<file path="config.mk">
export PLATFORM = sky130hd
export DESIGN_NAME = bmpe_divmod
export DESIGN_NICKNAME = d
export VERILOG_FILES = /design/src/hw/rtl/bmpe_pkg.sv /design/src/hw/rtl/bmpe_divmod.sv
export SDC_FILE = /design/constraint.sdc
export NUM_CORES = 1
export LEC_CHECK = 0
export ABC_AREA = 1
export BUFFER_PORTS_ARGS = -buffer_cell sky130_fd_sc_hd__buf_2
export CELL_PAD_IN_SITES_DETAIL_PLACEMENT = 1
export CELL_PAD_IN_SITES_GLOBAL_PLACEMENT = 1
export CORE_ASPECT_RATIO = 0.5
export CORE_UTILIZATION = 41
export DETAILED_ROUTE_END_ITERATION = 6
export PLACE_DENSITY = 0.94
export SYNTH_ARGS = -nofsm -noshare
export SYNTH_HDL_FRONTEND = slang
export SYNTH_SLANG_ARGS = --single-unit
</file>
<file path="constraint.sdc">
create_clock -name clk -period 9.9 [get_ports clk]
set_input_delay 1.485 -clock clk [delete_from_list [all_inputs] [get_ports clk]]
set_output_delay 1.485 -clock clk [all_outputs]
set_load 0.03 [all_outputs]
</file>
<file path="src/hw/rtl/bmpe_pkg.sv">
// Shared constants for the binomial engine.
// Depends on nothing.
`default_nettype none
package bmpe_pkg;
  localparam int unsigned VAL_W           = 31;
  localparam int unsigned N_W             = 12;
  localparam int unsigned R_W             = 13;
  localparam int unsigned MAX_ENTRIES_DEF = 4096;
  localparam logic [VAL_W-1:0] MOD_RESET   = 31'd1000000007;
  localparam logic [N_W-1:0]   LIMIT_RESET = 12'd4095;
  localparam logic REG_MODULUS = 1'b0;
  localparam logic REG_LIMIT   = 1'b1;
endpackage
`default_nettype wire

</file>
<file path="src/hw/rtl/bmpe_divmod.sv">
// Bit-serial restoring divider: m / d and m % d, one quotient bit per cycle.
// Depends on bmpe_pkg.
`default_nettype none
module bmpe_divmod
  import bmpe_pkg::*;
(
  input  wire logic             clk,
  input  wire logic             rst,
  input  wire logic             start,
  input  wire logic [VAL_W-1:0] dividend,
  input  wire logic [N_W-1:0]   divisor,
  output logic                  done,
  output logic      [VAL_W-1:0] quotient,
  output logic      [N_W-1:0]   remainder
);
  localparam int unsigned CW = $clog2(VAL_W + 1);

  logic [N_W-1:0] dvs;
  logic [CW-1:0]  cnt;
  logic           busy;
  logic [N_W:0]   trial;
  logic           fits;

  always_comb begin
    trial = {remainder, quotient[VAL_W-1]};
    fits  = trial >= {1'b0, dvs};
  end

  always_ff @(posedge clk) begin
    if (rst) begin
      busy <= 1'b0;
      done <= 1'b0;
      cnt  <= '0;
    end else begin
      done <= 1'b0;
      if (start) begin
        busy      <= 1'b1;
        cnt       <= CW'(VAL_W);
        dvs       <= divisor;
        quotient  <= dividend;
        remainder <= '0;
      end else if (busy) begin
        remainder <= fits ? N_W'(trial - {1'b0, dvs}) : N_W'(trial);
        quotient  <= {quotient[VAL_W-2:0], fits};
        cnt       <= cnt - 1'b1;
        if (cnt == CW'(1)) begin
          busy <= 1'b0;
          done <= 1'b1;
        end
      end
    end
  end
endmodule
`default_nettype wire

</file>
==> metrics list <==
- Launching point of the worst reg2reg path: remainder[3]
- Of the available clock period, the critical path in the final layout requires 32.94%.
* CTS Buffer Depth: 2
* Level count of the clock H-tree: 3
- Worst reg-to-reg path cell count: 11
- The floorplan step defined a die boundary enclosing 8638 sq um.
* Fin util: 55.48%
- Counting stages on the worst path, the most repeated cell is sky130_fd_sc_hd__buf_4.
- DRC errors left: 0
- Master of the slowest instance on the critical path: sky130_fd_sc_hd__buf_4
* Min cycle time layout: 3261 ps
* First-pass GRT wire length: 17310 microns
* Number of standard cells after synthesis: 408
- Synthesized-area fraction occupied by xor and xnor cells: 1.036%
* Via count of the first global-routing pass: 3325
- At the end of routability-driven placement, the weighted congestion stood at 0.8471.
- Post-synthesis compound-gate area fraction: 2.405%
* Number of maximum-capacitance violations: 0
- Buf/Inv on CP: 4
- Final-report max-slew violation count: 0
* Capturing point of the worst reg2reg path: remainder[11]
- Power per cell area: 202.7 nW/um^2
* Sort of element at the start of the critical path: primary input
- Resize count post-CTS: 0
- The core region is 7652 sq um.
- After floorplanning, the core was divided into 22 placement rows.
- Horizontal extent of the die: 130.4 microns
- Traced cell by cell, the critical path runs through buf_2 > inv_1 > buf_4 > a21oi_4 > buf_4.
- Summing all non-filler instances in the final layout gives an area of 4245 sq um.
- Largest delay share family, worst path: buffers and inverters
- Summing internal, switching and leakage power gives 860.4 uW.
- Area Growth Syn to Fin: 25.53%
- Setup violations remaining at the end of the flow were counted as 0.
* Cell area after synthesis: 3382 sq um
- The synthesized netlist devotes 30.15% of its cell area to simple gates.
* P_leak: 2.167 nW
- Mean number of vias per cell: 5.172
- For the pin with the worst max-slew slack, the measured transition is 1248 ps.
- STA puts the critical path data required time at 9860 ps.
- Critical path depth in cells: 5
- Main combinational cell family by area after synthesis: simple AND/OR/NAND/NOR gates
- For the worst-skew pair, the clock arrives at the later sink with an insertion delay of 330 ps.
- For this run, the slowest stage of the critical path takes 520 ps.
- Following the worst setup path forward leads to its endpoint at remainder[8].
* Number of sinks driven by the clock tree: 62
- Yosys warning count: 0
- Hold WS: 508.9 ps
* Number of nets with antenna violations after detailed routing: 0
- Detailed placer's ending HPWL: 7006 microns
- The run finished with clean final reports.
- STA classifies the critical path endpoint as a register.
- Iteration count of the initial detailed-routing pass: 5
* Final total negative setup slack: 0 ps
- The average instance in the mapped netlist occupies 8.289 sq um.
- Top-Level Pins: 90
- The detailed router finished its first iteration with 261 violations.
- For this block, the via count after detailed routing is 3165.
* Detailed-route wire length: 11070 microns
- Final-report hold violation count: 0
- Once the floorplan was initialized, standard cells occupied 44.20% of the core.
- Number of diodes: 0
- The placed instances occupy a cell area of 3929 sq um.
- The setup check on the worst reg-to-reg path leaves a slack of 7290 ps.
- In the post-synthesis netlist, the biggest area contributors are sky130_fd_sc_hd__edfxtp_1 49%, sky130_fd_sc_hd__nand2_1 20%, sky130_fd_sc_hd__inv_1 5.5%.
- Maximum number of pins on one net before global-route repair: 49
- The number of nets in the synthesized netlist is 469.
- Worst slew slack as a fraction of its limit: 16.50%
- Total global routing track utilization: 27.50%
- Library cell with the largest summed area after synthesis: sky130_fd_sc_hd__edfxtp_1
- Measured against the total synthesized area, the mux share comes to 0%.
- The number of hold buffers added after CTS was 0.
* Ratio of cells with drive above 1 in the final layout: 23.21%
- Setup repair after global routing left no endpoint under its margin.
- After Yosys synthesis, full adders, half adders and majority gates account for 5.771% of the synthesized area.
- Class of the worst hold path: register to register
- Startpoint of the most critical setup path: start
- Summed over its instances, the top area cell type makes up 48.83% of the synthesized netlist area.
* Flop and latch count out of synthesis: 62
* Root Buffer: sky130_fd_sc_hd__clkbuf_16
- TritonCTS built the clock tree.
- Overall overflow remaining after global route: 0
- The critical path in this run is classified as primary input to register.
- Number of buffers inserted during clock tree synthesis: 9
* Number of buffers added for setup after CTS: 0
* Number of input and output port buffers inserted: 89
* Maximum fanout along the worst path: 48
- The die is 66.22 microns tall.
- Achievable Freq: 306.6 MHz
- Initial antenna violation count: 0
- Dividing the detail-routed wire length by the instance count gives 18.08 microns.
- Worst clock skew: 9.221 ps
- Clock-pin slew was measured on the worst setup and hold paths at 50 ps.
- Final Net Count: 560
* Arrival time of data at the critical path endpoint: 3220 ps
* Count of distinct cell types in the synthesized netlist: 29
* Sequential fraction of the synthesis area: 52.98%
- Fillers: 976
- Across the VDD grid, the largest voltage drop is 0.09631 mV.
Yosys cell counts:
| library cell | n |
|---|---|
| sky130_fd_sc_hd__nor4_1 | 1 |
| sky130_fd_sc_hd__o21ai_0 | 3 |
| sky130_fd_sc_hd__nand3b_1 | 4 |
| sky130_fd_sc_hd__buf_1 | 1 |
| sky130_fd_sc_hd__xnor2_1 | 3 |
| sky130_fd_sc_hd__nand3_2 | 4 |
| sky130_fd_sc_hd__dfxtp_1 | 7 |
| sky130_fd_sc_hd__buf_2 | 3 |
| sky130_fd_sc_hd__a21o_1 | 1 |
| sky130_fd_sc_hd__buf_6 | 2 |
| sky130_fd_sc_hd__nor3_1 | 2 |
| sky130_fd_sc_hd__nor2_2 | 1 |
| sky130_fd_sc_hd__inv_1 | 50 |
| sky130_fd_sc_hd__fa_1 | 1 |
| sky130_fd_sc_hd__nand2_2 | 1 |
| sky130_fd_sc_hd__nor2_1 | 38 |
| sky130_fd_sc_hd__nand3_1 | 12 |
| sky130_fd_sc_hd__nand4_1 | 5 |
| sky130_fd_sc_hd__edfxtp_1 | 55 |
| sky130_fd_sc_hd__a31oi_1 | 2 |
| sky130_fd_sc_hd__nor2_4 | 1 |
| sky130_fd_sc_hd__ha_1 | 14 |
| sky130_fd_sc_hd__nand2_1 | 180 |
| sky130_fd_sc_hd__xor2_1 | 1 |
| sky130_fd_sc_hd__clkbuf_1 | 5 |
| sky130_fd_sc_hd__a21oi_2 | 1 |
| sky130_fd_sc_hd__inv_2 | 3 |
| sky130_fd_sc_hd__o31ai_1 | 1 |
| sky130_fd_sc_hd__a21oi_1 | 6 |
per-stage QoR:
stage               std cells  setup slack [ps]
floorplan                 408              5357
global placement          596              6491
detailed placement        596              6414
CTS                       612              6640
global route              612              6485
finish                    612              6639
worst min-delay path by stage:
| stage | startpoint | endpoint | cells past startpoint |
|---|---|---|---|
| CTS | cnt[3] | cnt[3] | 2 |
| floorplan | cnt[4] | cnt[4] | 2 |
| global placement | cnt[3] | cnt[3] | 2 |
| global route | cnt[3] | cnt[3] | 2 |
| finish | cnt[3] | cnt[3] | 2 |
| detailed placement | cnt[3] | cnt[3] | 2 |
layout make-up:
cell class                      instances  area (sq um)  share of cell area [%]
Clock inverter                          5         73.82                   1.739
Tap cell                              108         135.1                   3.183
Inverter                               53         198.9                   4.686
Timing Repair Buffer                   91         460.4                   10.85
Sequential cell                        62          1792                   42.20
Clock buffer                           11         242.7                   5.718
Multi-Input combinational cell        282          1343                   31.62
tightest hold or removal path, stage by stage, from the launching register on:
cell                      delay (ps)
sky130_fd_sc_hd__dfxtp_1         320
sky130_fd_sc_hd__nand2_1          70
sky130_fd_sc_hd__a31oi_1          70
power by group:
| part | leakage, nW | switching, mW | internal, mW |
|---|---|---|---|
| logic | 1.42 | 0.134 | 0.0579 |
| registers | 0.586 | 0.0147 | 0.312 |
| clock network | 0.157 | 0.117 | 0.226 |
| total | 2.17 | 0.265 | 0.595 |
state kept, by name (all words and copies together), names as in the netlist:
signal / cells
quotient: 31
dvs: 12
remainder: 12
cnt: 5
busy: 1
done: 1
cell usage in the layout (no fill, tap or decap), types with 4 or more instances in the layout:
cell type,instances
sky130_fd_sc_hd__nand3b_1,4
sky130_fd_sc_hd__nand3_2,4
sky130_fd_sc_hd__nand3_1,12
sky130_fd_sc_hd__dfxtp_1,7
sky130_fd_sc_hd__buf_2,89
sky130_fd_sc_hd__a21oi_1,5
sky130_fd_sc_hd__ha_1,14
sky130_fd_sc_hd__nand2_1,180
sky130_fd_sc_hd__nor2_1,38
sky130_fd_sc_hd__nand4_1,5
sky130_fd_sc_hd__clkbuf_16,9
sky130_fd_sc_hd__edfxtp_1,55
sky130_fd_sc_hd__inv_1,50
cells by family (layout without fill, tap and decap cells):
family          Yosys count  count (layout)
compound gates           14              14
xor+xnor                  4               4
flops                    62              62
simple gates            249             249
fa+ha+maj                15              15
buf+inv                  64             160
per-layer routing:
layer,vias up,GRT usage [%],part of all wire (%),wire length [microns]
li1,1469,-,-,-
met1,1553,32.98,42,4631
met2,129,49.07,50,5579
met3,14,6.311,6.5,718
met4,0,9.195,1.2,138
met5,-,0,0,0
Power figures use the tool's default switching activity.
