<file path="config.mk">
export PLATFORM = sky130hd
export DESIGN_NAME = bmpe_mulmod
export DESIGN_NICKNAME = d
export VERILOG_FILES = /design/src/hw/rtl/bmpe_pkg.sv /design/src/hw/rtl/bmpe_mulmod.sv
export SDC_FILE = /design/constraint.sdc
export NUM_CORES = 1
export LEC_CHECK = 0
export ABC_CLOCK_PERIOD_IN_PS = 9600
export BUFFER_PORTS_ARGS = -buffer_cell sky130_fd_sc_hd__buf_2
export CAP_MARGIN = 20
export CORE_ASPECT_RATIO = 1.2
export CORE_MARGIN = 10
export CORE_UTILIZATION = 55
export CTS_CLUSTER_DIAMETER = 30
export DETAILED_ROUTE_END_ITERATION = 16
export HOLD_SLACK_MARGIN = 0.03
export PLACE_DENSITY = 0.88
export SLEW_MARGIN = 40
export SYNTH_ARGS = -nofsm -noshare
export SYNTH_HDL_FRONTEND = slang
export SYNTH_SLANG_ARGS = --single-unit
</file>
<file path="constraint.sdc">
create_clock -name clk -period 9.6 [get_ports clk]
set_input_delay 0.96 -clock clk [delete_from_list [all_inputs] [get_ports clk]]
set_output_delay 0.96 -clock clk [all_outputs]
set_load 0.05 [all_outputs]
</file>
<file path="src/hw/rtl/bmpe_pkg.sv">
// Shared constants for the binomial engine.
// Depends on nothing.
`default_nettype none
package bmpe_pkg;
  localparam int unsigned VAL_W           = 31;
  localparam int unsigned N_W             = 12;
  localparam int unsigned R_W             = 13;
  localparam int unsigned MAX_ENTRIES_DEF = 4096;
  localparam logic [VAL_W-1:0] MOD_RESET   = 31'd1000000007;
  localparam logic [N_W-1:0]   LIMIT_RESET = 12'd4095;
  localparam logic REG_MODULUS = 1'b0;
  localparam logic REG_LIMIT   = 1'b1;
endpackage
`default_nettype wire

</file>
<file path="src/hw/rtl/bmpe_mulmod.sv">
// Bit-serial modular multiplier: a*b mod m, one bit of b per cycle, MSB first.
// Requires a < m. Depends on bmpe_pkg.
`default_nettype none
module bmpe_mulmod
  import bmpe_pkg::*;
(
  input  wire logic             clk,
  input  wire logic             rst,
  input  wire logic             start,
  input  wire logic [VAL_W-1:0] a,
  input  wire logic [VAL_W-1:0] b,
  input  wire logic [VAL_W-1:0] m,
  output logic                  done,
  output logic      [VAL_W-1:0] result
);
  localparam int unsigned CW = $clog2(VAL_W + 1);

  logic [VAL_W-1:0] a_reg;
  logic [VAL_W-1:0] b_sh;
  logic [CW-1:0]    cnt;
  logic             busy;
  logic [VAL_W:0]   dbl;
  logic [VAL_W-1:0] dbl_red;
  logic [VAL_W:0]   sum;
  logic [VAL_W-1:0] acc_next;

  always_comb begin
    dbl     = {result, 1'b0};
    dbl_red = (dbl >= {1'b0, m}) ? VAL_W'(dbl - {1'b0, m}) : VAL_W'(dbl);
    sum     = {1'b0, dbl_red} + (b_sh[VAL_W-1] ? {1'b0, a_reg} : '0);
    acc_next = (sum >= {1'b0, m}) ? VAL_W'(sum - {1'b0, m}) : VAL_W'(sum);
  end

  always_ff @(posedge clk) begin
    if (rst) begin
      busy <= 1'b0;
      done <= 1'b0;
      cnt  <= '0;
    end else begin
      done <= 1'b0;
      if (start) begin
        busy   <= 1'b1;
        cnt    <= CW'(VAL_W);
        a_reg  <= a;
        b_sh   <= b;
        result <= '0;
      end else if (busy) begin
        result <= acc_next;
        b_sh   <= {b_sh[VAL_W-2:0], 1'b0};
        cnt    <= cnt - 1'b1;
        if (cnt == CW'(1)) begin
          busy <= 1'b0;
          done <= 1'b1;
        end
      end
    end
  end
endmodule
`default_nettype wire

</file>
==> results of run 1 <==
through the flow:
step / hold WS (ns) / setup slack (ns) / std cells / instance area [um^2]
2_1_floorplan: 0.5248 / 2.311 / 1019 / 9535
3_3_place_gp: 0.5303 / 1.040 / 1332 / 10290
3_5_place_dp: 0.5379 / 0.8841 / 1334 / 10330
4_1_cts: 0.5531 / 1.239 / 1350 / 10650
5_1_grt: 0.5753 / 0.8280 / 1350 / 10660
6_report: 0.5516 / 1.272 / 1350 / 10660
metal layers:
metal	vias up	GRT usage
met5	-	0
met4	0	0.1062
met3	66	0.04766
met2	370	0.3829
met1	3888	0.2577
li1	4028	-
synthesized netlist by cell type, drive strengths merged, types with 7 or more instances:
master / count
a21oi: 113
ha: 95
edfxtp: 93
nand2: 70
nor2: 62
mux2: 59
inv: 57
o21ai: 49
xnor2: 49
a21o: 40
and2: 38
xor2: 27
nand3: 22
clkbuf: 20
buf: 15
nand4: 15
o211ai: 12
o21bai: 12
a211oi: 11
nand2b: 11
nor3: 11
and3: 10
mux2i: 10
or3: 10
a31oi: 8
dfxtp: 7
nor2b: 7
how the worst max path moves through the flow:
stage          slack, ns         end  from
5_1_grt             0.83  result[21]  m[0]
3_3_place_gp        1.04  result[15]  m[0]
3_5_place_dp        0.88  result[13]  m[0]
4_1_cts             1.24  result[29]  m[0]
2_1_floorplan       2.31   result[9]  m[1]
6_report            1.27  result[21]  m[0]
cell type report:
cell class                 instances  area, um^2
tap                              216       270.3
inverter                          57       214.0
timing repair buffer             134       715.7
fill                            1410        6325
clock buffer                       9       225.2
sequential                       100        2933
clock inverter                     7       93.84
multi-input combinational        827        6205
kinds of logic after synthesis:
| logic type | after synthesis | share of synthesized area |
|---|---|---|
| and+or+nand+nor | 278 | 0.1491 |
| buffers and inverters | 92 | 0.04422 |
| adders and majority gates | 98 | 0.1310 |
| AOI/OAI and AO/OA | 306 | 0.2182 |
| xor gates and xnor gates | 76 | 0.06981 |
| DFF | 100 | 0.3076 |
| muxes | 69 | 0.08017 |
==> reports/results.ini, run 1 <==
[outcome]
status=completed

[cells_and_area]
layout_common_cells=127 x buf_2, 110 x a21oi_1, 95 x ha_1
diodes=0
postLayoutCoreUtil=0.6275
drive_gt1_frac=0.2152
area_delta_synth_final_pct=11.76
mostFrequentLayoutCell=buf_2
final_nets=1323

[critical_path]
worstSetupEndpointType=flop
reg2reg_slack_ns=1.63
timing.rr.start=result[0]
cp.depth=32
worstSetupPathType=in2reg
reg2reg_to=result[21]
rr_worst_depth=30
worstPathArrival_ns=8.41
required_ns=9.68
crit_path_max_incr_delay_ns=0.52
crit_family=compound AO/OA/AOI/OAI gates
slowest_stage=fa_1
path_buf_inv=4
start_kind=primary input
cp_max_fo=24
crit_top_cell=a21oi_1

[clock_tree]
cts-hold-fix-buffers=0
root_buffer=clkbuf_16
clk_latency_ns=0.38
cts_resized=0
numCtsBuffers=9
clk_pin_slew_ns=0.09
cts_tree=built
postCtsSetupBuffers=0
cts_sinks=100
clockBufferDepth=2
h-tree-depth=3

[timing]
finalSetupViolations=0
fin_setup_tns_ns=0
period_minus_slack_ns=8.328
worst_pin_slew_ns=0.8641
finClkSkew_ns=0.01151
fmax_mhz=120.1
finalHoldViolations=0
drv_slew=0
period_share=0.8675
slew_headroom=0.4239
grt_setup_unrepaired=false

[worst_hold_path]
min_from=b_sh[21]
whs_path_depth=1
min_path_type=reg2reg
hold_end=b_sh[22]

[floorplanning]
design.die.area_mm2=0.02303
die_h_um=164.2
start_util=0.5615
die_x_um=140.2
core_mm2=0.01698
top_level_ports=128
rows=52

[synthesis]
synth_top_area_frac=0.2929
synth_area_leaders=edfxtp_1 29%, ha_1 12%, mux2_2 7.0%
synth-main-ff-cell=edfxtp_1
yosysSeqAreaShare=0.3076
syn_nets=1213
yosys.area.top_type=edfxtp_1
synth-edff-count=93
synthArstFlopShare=0
syn_avg_cell_area_um2=9.358
ys_ff_latch=100
yosys_warnings=0
syn_inst=1019
ys_types=79
netlist_area_mm2=0.009535

[grt]
gr-usage-all-layers=0.2225
grt_pass1_vias=8407
grt_pass1_wl_um=41940
grt_max_degree=64
antenna_found_initial=0
grt-ovfl-total=0

[route]
route.detailed.drc=0
wl_met1_um=10600
first_iter_violations=826
wirelength_um=26590
dr_wl_met2_um=12990
firstDrtPassIters=6
met3_length_um=2029
top_layer=met4
final_antenna_net_count=0
viasPerCell=6.187
wl_per_cell_um=19.69
vias=8352

[place]
port_buffers=127
dp_hpwl_um=20750
gp_congestion=0.9801

[flow_run]
cap_violations=0

Power of run 1 is left out: the tool's default activity adds up to more than one toggle a clock period on the data nets, which glitch-free logic cannot reach.
==> run 2, diff against run 1 <==
--- a/config.mk
+++ b/config.mk
@@ -5,7 +5,7 @@
 export SDC_FILE = /design/constraint.sdc
 export NUM_CORES = 1
 export LEC_CHECK = 0
-export ABC_CLOCK_PERIOD_IN_PS = 9600
+export ABC_CLOCK_PERIOD_IN_PS = 10100
 export BUFFER_PORTS_ARGS = -buffer_cell sky130_fd_sc_hd__buf_2
 export CAP_MARGIN = 20
 export CORE_ASPECT_RATIO = 1.2
==> constraint.sdc (replaced) <==
create_clock -name clk -period 10.1 [get_ports clk]
set_input_delay 1.01 -clock clk [delete_from_list [all_inputs] [get_ports clk]]
set_output_delay 1.01 -clock clk [all_outputs]
set_load 0.05 [all_outputs]
==> reports/results.ini, run 2 (synthesis gave the netlist of run 1 again) <==
[outcome]
status=completed

[floorplanning]
die_h_um=164.2  ; unchanged
die_x_um=140.2  ; unchanged
top_level_ports=128  ; unchanged
core_mm2=0.01698  ; unchanged
start_util=0.5615  ; unchanged
rows=52  ; unchanged
design.die.area_mm2=0.02303  ; unchanged

[route]
wl_per_cell_um=19.50  ; -1.0%
final_antenna_net_count=0  ; unchanged
wirelength_um=26400  ; -0.71%
route.detailed.drc=0  ; unchanged
viasPerCell=6.168  ; -0.31%
vias=8351  ; -0.012%
first_iter_violations=750  ; -9.2%
firstDrtPassIters=5  ; -1

[critical_path]
crit_family=compound AO/OA/AOI/OAI gates
crit_top_cell=a21oi_1
worstPathArrival_ns=8.73  ; +0.32 ns
required_ns=10.18  ; +0.50 ns
path_buf_inv=4  ; unchanged
worstSetupPathType=in2reg
worstSetupEndpointType=flop
start_kind=primary input
cp_max_fo=24  ; unchanged
slowest_stage=a211o_1
crit_path_max_incr_delay_ns=0.62  ; +0.10 ns

[cells_and_area]
final_area_mm2=0.01068  ; +0.26%
postLayoutCoreUtil=0.6292  ; +0.001621
mostFrequentLayoutCell=buf_2
layout_common_cells=127 x buf_2, 110 x a21oi_1, 95 x ha_1
area_delta_synth_final_pct=12.05
drive_gt1_frac=0.2157  ; +0.0005015
seq_area_mm2=0.002933  ; unchanged
multi_input_area_mm2=0.006196  ; -0.14%
fill_cells=1417  ; +0.50%
final_nets=1325  ; +0.15%

[flow_run]
cap_violations=0  ; unchanged

[clock_tree]
clk_latency_ns=0.37  ; about the same
cts-hold-fix-buffers=0  ; unchanged
cts_resized=0  ; unchanged
cts_sinks=100  ; unchanged
clockBufferDepth=2  ; unchanged
cts_tree=built
postCtsSetupBuffers=0  ; unchanged
root_buffer=clkbuf_16
clk_pin_slew_ns=0.08  ; about the same
h-tree-depth=3  ; unchanged
numCtsBuffers=9  ; unchanged

[timing]
finalSetupViolations=0  ; unchanged
fin_setup_tns_ns=0  ; unchanged
drv_slew=0  ; unchanged
slew_headroom=0.4578  ; +0.03389
finClkSkew_ns=0.01595  ; +0.004436 ns
period_share=0.8564
worst_pin_slew_ns=0.8045  ; -0.05964 ns
finalHoldViolations=0  ; unchanged
period_minus_slack_ns=8.650
grt_setup_unrepaired=false
fmax_mhz=115.6

[grt]
grt_pass1_vias=8511  ; +1.2%
grt_pass1_wl_um=42890  ; +2.3%
grt_max_degree=63  ; -1.6%
gr-usage-all-layers=0.2244  ; +0.001904
antenna_found_initial=1  ; +1
grt-ovfl-total=0  ; unchanged

[place]
dp_hpwl_um=20860  ; +0.55%
post_dp_cell_area_mm2=0.01036  ; +0.33%
port_buffers=127  ; unchanged
gp_congestion=0.9515  ; -2.9%

[worst_hold_path]
min_path_type=reg2reg

run 2: cell count changes in the layout (fill, tap and decap cells not counted), sizes merged:
cell | before | now
buf | 134 | 136
diode | 0 | 2
run 2: layout make-up:
| cell class | count | share of cell area |
|---|---|---|
| clock inverters | 7 | 0.008783 |
| diodes | 2 | 0.0004684 |
| inverters | 57 | 0.02003 |
| multi-input cells | 827 | 0.5799 |
| flip-flops and latches | 100 | 0.2745 |
| clock buffers | 9 | 0.02108 |
| repair buffers | 136 | 0.06991 |
| well taps | 216 | 0.02530 |
run 2: final timing paths:
kind             start   endpoint  slack, ns  depth (start not counted)
max               m[0]  result[7]       1.45                         32
min           b_sh[20]   b_sh[21]       0.55                          1
max reg2reg  result[0]  result[7]       1.82                         30
min reg2reg   b_sh[20]   b_sh[21]       0.55                          1
run 2: stage by stage:
stage	setup slack [ns]	hold slack (ns)	std cells
after floorplan	2.761	0.5248	1019
after global placement	1.419	0.5287	1333
after detailed placement	1.224	0.5350	1336
after CTS	1.589	0.5566	1352
after global routing	0.8914	0.5708	1352
final	1.450	0.5527	1354
run 2: routing by layer:
metal,vias up,wire (um),global-route usage,part of all wire
li1,4035,-,-,-
met1,3888,10610,0.2590,0.40
met2,370,13080,0.3950,0.50
met3,58,1885,0.04824,0.071
met4,0,814,0.08976,0.031
met5,-,0,0,0
Power of run 2 is left out for the same reason.
==> run 3, diff against run 2 <==
--- a/config.mk
+++ b/config.mk
@@ -5,16 +5,18 @@
 export SDC_FILE = /design/constraint.sdc
 export NUM_CORES = 1
 export LEC_CHECK = 0
+export ABC_AREA = 1
 export ABC_CLOCK_PERIOD_IN_PS = 10100
 export BUFFER_PORTS_ARGS = -buffer_cell sky130_fd_sc_hd__buf_2
 export CAP_MARGIN = 20
 export CORE_ASPECT_RATIO = 1.2
 export CORE_MARGIN = 10
-export CORE_UTILIZATION = 55
+export CORE_UTILIZATION = 60
 export CTS_CLUSTER_DIAMETER = 30
 export DETAILED_ROUTE_END_ITERATION = 16
 export HOLD_SLACK_MARGIN = 0.03
-export PLACE_DENSITY = 0.88
+export PLACE_DENSITY = 0.93
+export RECOVER_POWER = 100
 export SLEW_MARGIN = 40
 export SYNTH_ARGS = -nofsm -noshare
 export SYNTH_HDL_FRONTEND = slang
==> reports/results.ini, run 3 <==
[timing]
fmax_mhz=127.0  ; +9.9%
layout_setup_ws_ns=2.229  ; +0.7788 ns
period_minus_slack_ns=7.871  ; -0.7788 ns
fin_setup_tns_ns=0  ; unchanged
finalSetupViolations=0  ; unchanged
finalHoldViolations=0  ; unchanged
period_share=0.7793  ; -0.07711
finClkSkew_ns=0.01417  ; -0.001773 ns
slew_headroom=-0.5421  ; -0.9999
worst_pin_slew_ns=2.313  ; +1.509 ns
grt_setup_unrepaired=false
drv_slew=140  ; +140

[floorplanning]
top_level_ports=128  ; unchanged
start_util=0.6136  ; +0.05213
die_h_um=169.6  ; +3.3%
core_mm2=0.01824  ; +7.4%
die_x_um=144.7  ; +3.2%
design.die.area_mm2=0.02454  ; +6.6%
rows=54  ; +3.8%

[route]
route.detailed.drc=0  ; unchanged
first_iter_violations=1210  ; +61%
wl_per_cell_um=17.91  ; -8.1%
wirelength_um=37230  ; +41%
viasPerCell=5.654  ; -8.3%
vias=11755  ; +41%
firstDrtPassIters=7  ; +2
final_antenna_net_count=0  ; unchanged

[synthesis]
netlist_top_cells_count=627 x nand2_1, 263 x inv_1, 149 x nor2_1
synth_top_area_frac=0.2495  ; -0.04341
yosysSeqAreaShare=0.2620  ; -0.04558
synth-main-ff-cell=edfxtp_1
synth-edff-count=93  ; unchanged
synth_area_leaders=edfxtp_1 25%, nand2_1 21%, ha_1 11%
yosys.area.top_type=edfxtp_1
ys_ff_latch=100  ; unchanged
syn_inst=1734  ; +70%
yosys_warnings=0  ; unchanged
netlist_area_mm2=0.01119  ; +17%
synthArstFlopShare=0  ; unchanged
yosys.cell_count.top_type=nand2_1
ys_types=47  ; -41%
syn_nets=1928  ; +59%
syn_avg_cell_area_um2=6.456  ; -31%

[cells_and_area]
final_nets=2045  ; +54%
drive_gt1_frac=0.09919  ; -0.1165
postLayoutCoreUtil=0.6680  ; +0.03887
layout_common_cells=634 x nand2_1, 263 x inv_1, 150 x nor2_1
fill_cells=1684  ; +19%
seq_area_mm2=0.002933  ; unchanged
mostFrequentLayoutCell=nand2_1
finalNonFillerCells=2079  ; +54%
multi_input_area_mm2=0.007008  ; +13%
area_delta_synth_final_pct=8.863
diodes=0  ; -2

[worst_hold_path]
min_path_type=reg2reg

[critical_path]
worstPathArrival_ns=7.99  ; -0.74 ns
crit_path_max_incr_delay_ns=1.06  ; +0.44 ns
start_kind=primary input
cp_max_fo=43  ; +79%
worstSetupEndpointType=flop
required_ns=10.22  ; +0.04 ns
worstSetupPathType=in2reg
slowest_stage=clkinvlp_2
crit_top_cell=nand2_1

[grt]
antenna_found_initial=0  ; -1
grt_pass1_wl_um=56950  ; +33%
gr-usage-all-layers=0.2996  ; +0.07519
grt_max_degree=53  ; -16%
grt_pass1_vias=11387  ; +34%
grt-ovfl-total=0  ; unchanged

[flow_run]
cap_violations=3  ; +3

[place]
dp.cells=2064  ; +54%
dp_hpwl_um=31360  ; +50%
gp_congestion=1.069  ; +12%
port_buffers=127  ; unchanged
pre_cts_ws_ns=3.097  ; +1.873 ns

[clock_tree]
postCtsSetupBuffers=0  ; unchanged
cts_resized=0  ; unchanged
h-tree-depth=3  ; unchanged
clockBufferDepth=2  ; unchanged
numCtsBuffers=9  ; unchanged
cts-hold-fix-buffers=0  ; unchanged
clk_pin_slew_ns=0.07  ; about the same
root_buffer=clkbuf_16
cts_tree=built
clk_latency_ns=0.37  ; about the same
cts_sinks=100  ; unchanged

[outcome]
violations=max-capacitance violations, max-slew violations
status=finished, violations left

## run 3: cell types whose count changed after synthesis, moves of 32 or more
cell     previous run  this run
a21o_1             40         4
nand3_1            22        80
and2_1             38         5
nand2_2             0        32
nor2_1             62       149
nand2_1            70       627
mux2_2             59         0
inv_1              57       263
## run 3: logic make-up (layout without fill, tap and decap cells)
family                     after synthesis  after routing  synth area share
AOI/OAI and AO/OA                      219            219            0.1117
xor gates and xnor gates                53             53           0.04147
adders and majority gates               98             98            0.1115
buffers and inverters                  300            421            0.1085
DFF                                    100            100            0.2620
and+or+nand+nor                        964            964            0.3648
## run 3: worst max-delay path: cells and delay by family
kind | cells | cell delay [ns]
AND/OR/NAND/NOR | 21 | 3.11
AO/OA/AOI/OAI | 3 | 1.20
buffers and inverters | 5 | 1.36
adder cells (fa/ha/maj) | 3 | 1.23
## run 3: worst paths after layout
check             cells past startpoint        from  slack [ns]    endpoint
hold reg to reg                       2      cnt[4]        0.49      cnt[4]
setup reg to reg                     30  result[14]        2.55  result[19]
setup / recovery                     32       m[14]        2.23  result[19]
hold / removal                        2      cnt[4]        0.49      cnt[4]
## run 3: layer usage
layer / vias up / global-route usage / part of all wire
met5: - / 0 / 0
met4: 0 / 0.1413 / 0.055
met3: 111 / 0.05095 / 0.090
met2: 581 / 0.5171 / 0.48
met1: 5331 / 0.3513 / 0.38
li1: 5732 / - / -
## run 3: final cells by class
| cell class | instances | area share |
|---|---|---|
| Multi-Input combinational cell | 1334 | 0.5751 |
| Sequential cell | 100 | 0.2407 |
| Inverter | 273 | 0.08419 |
| Timing Repair Buffer | 133 | 0.05133 |
| Tap cell | 224 | 0.02300 |
| Clock buffer | 9 | 0.01848 |
| Clock inverter | 6 | 0.007290 |
## run 3: per-stage QoR
stage	instance area, um^2	hold slack [ns]
after floorplan	11190	0.4476
after global placement	11960	0.4640
after detailed placement	12020	0.4747
after CTS	12330	0.4883
after global routing	12190	0.5189
final	12190	0.4933
Power of run 3 is left out for the same reason.
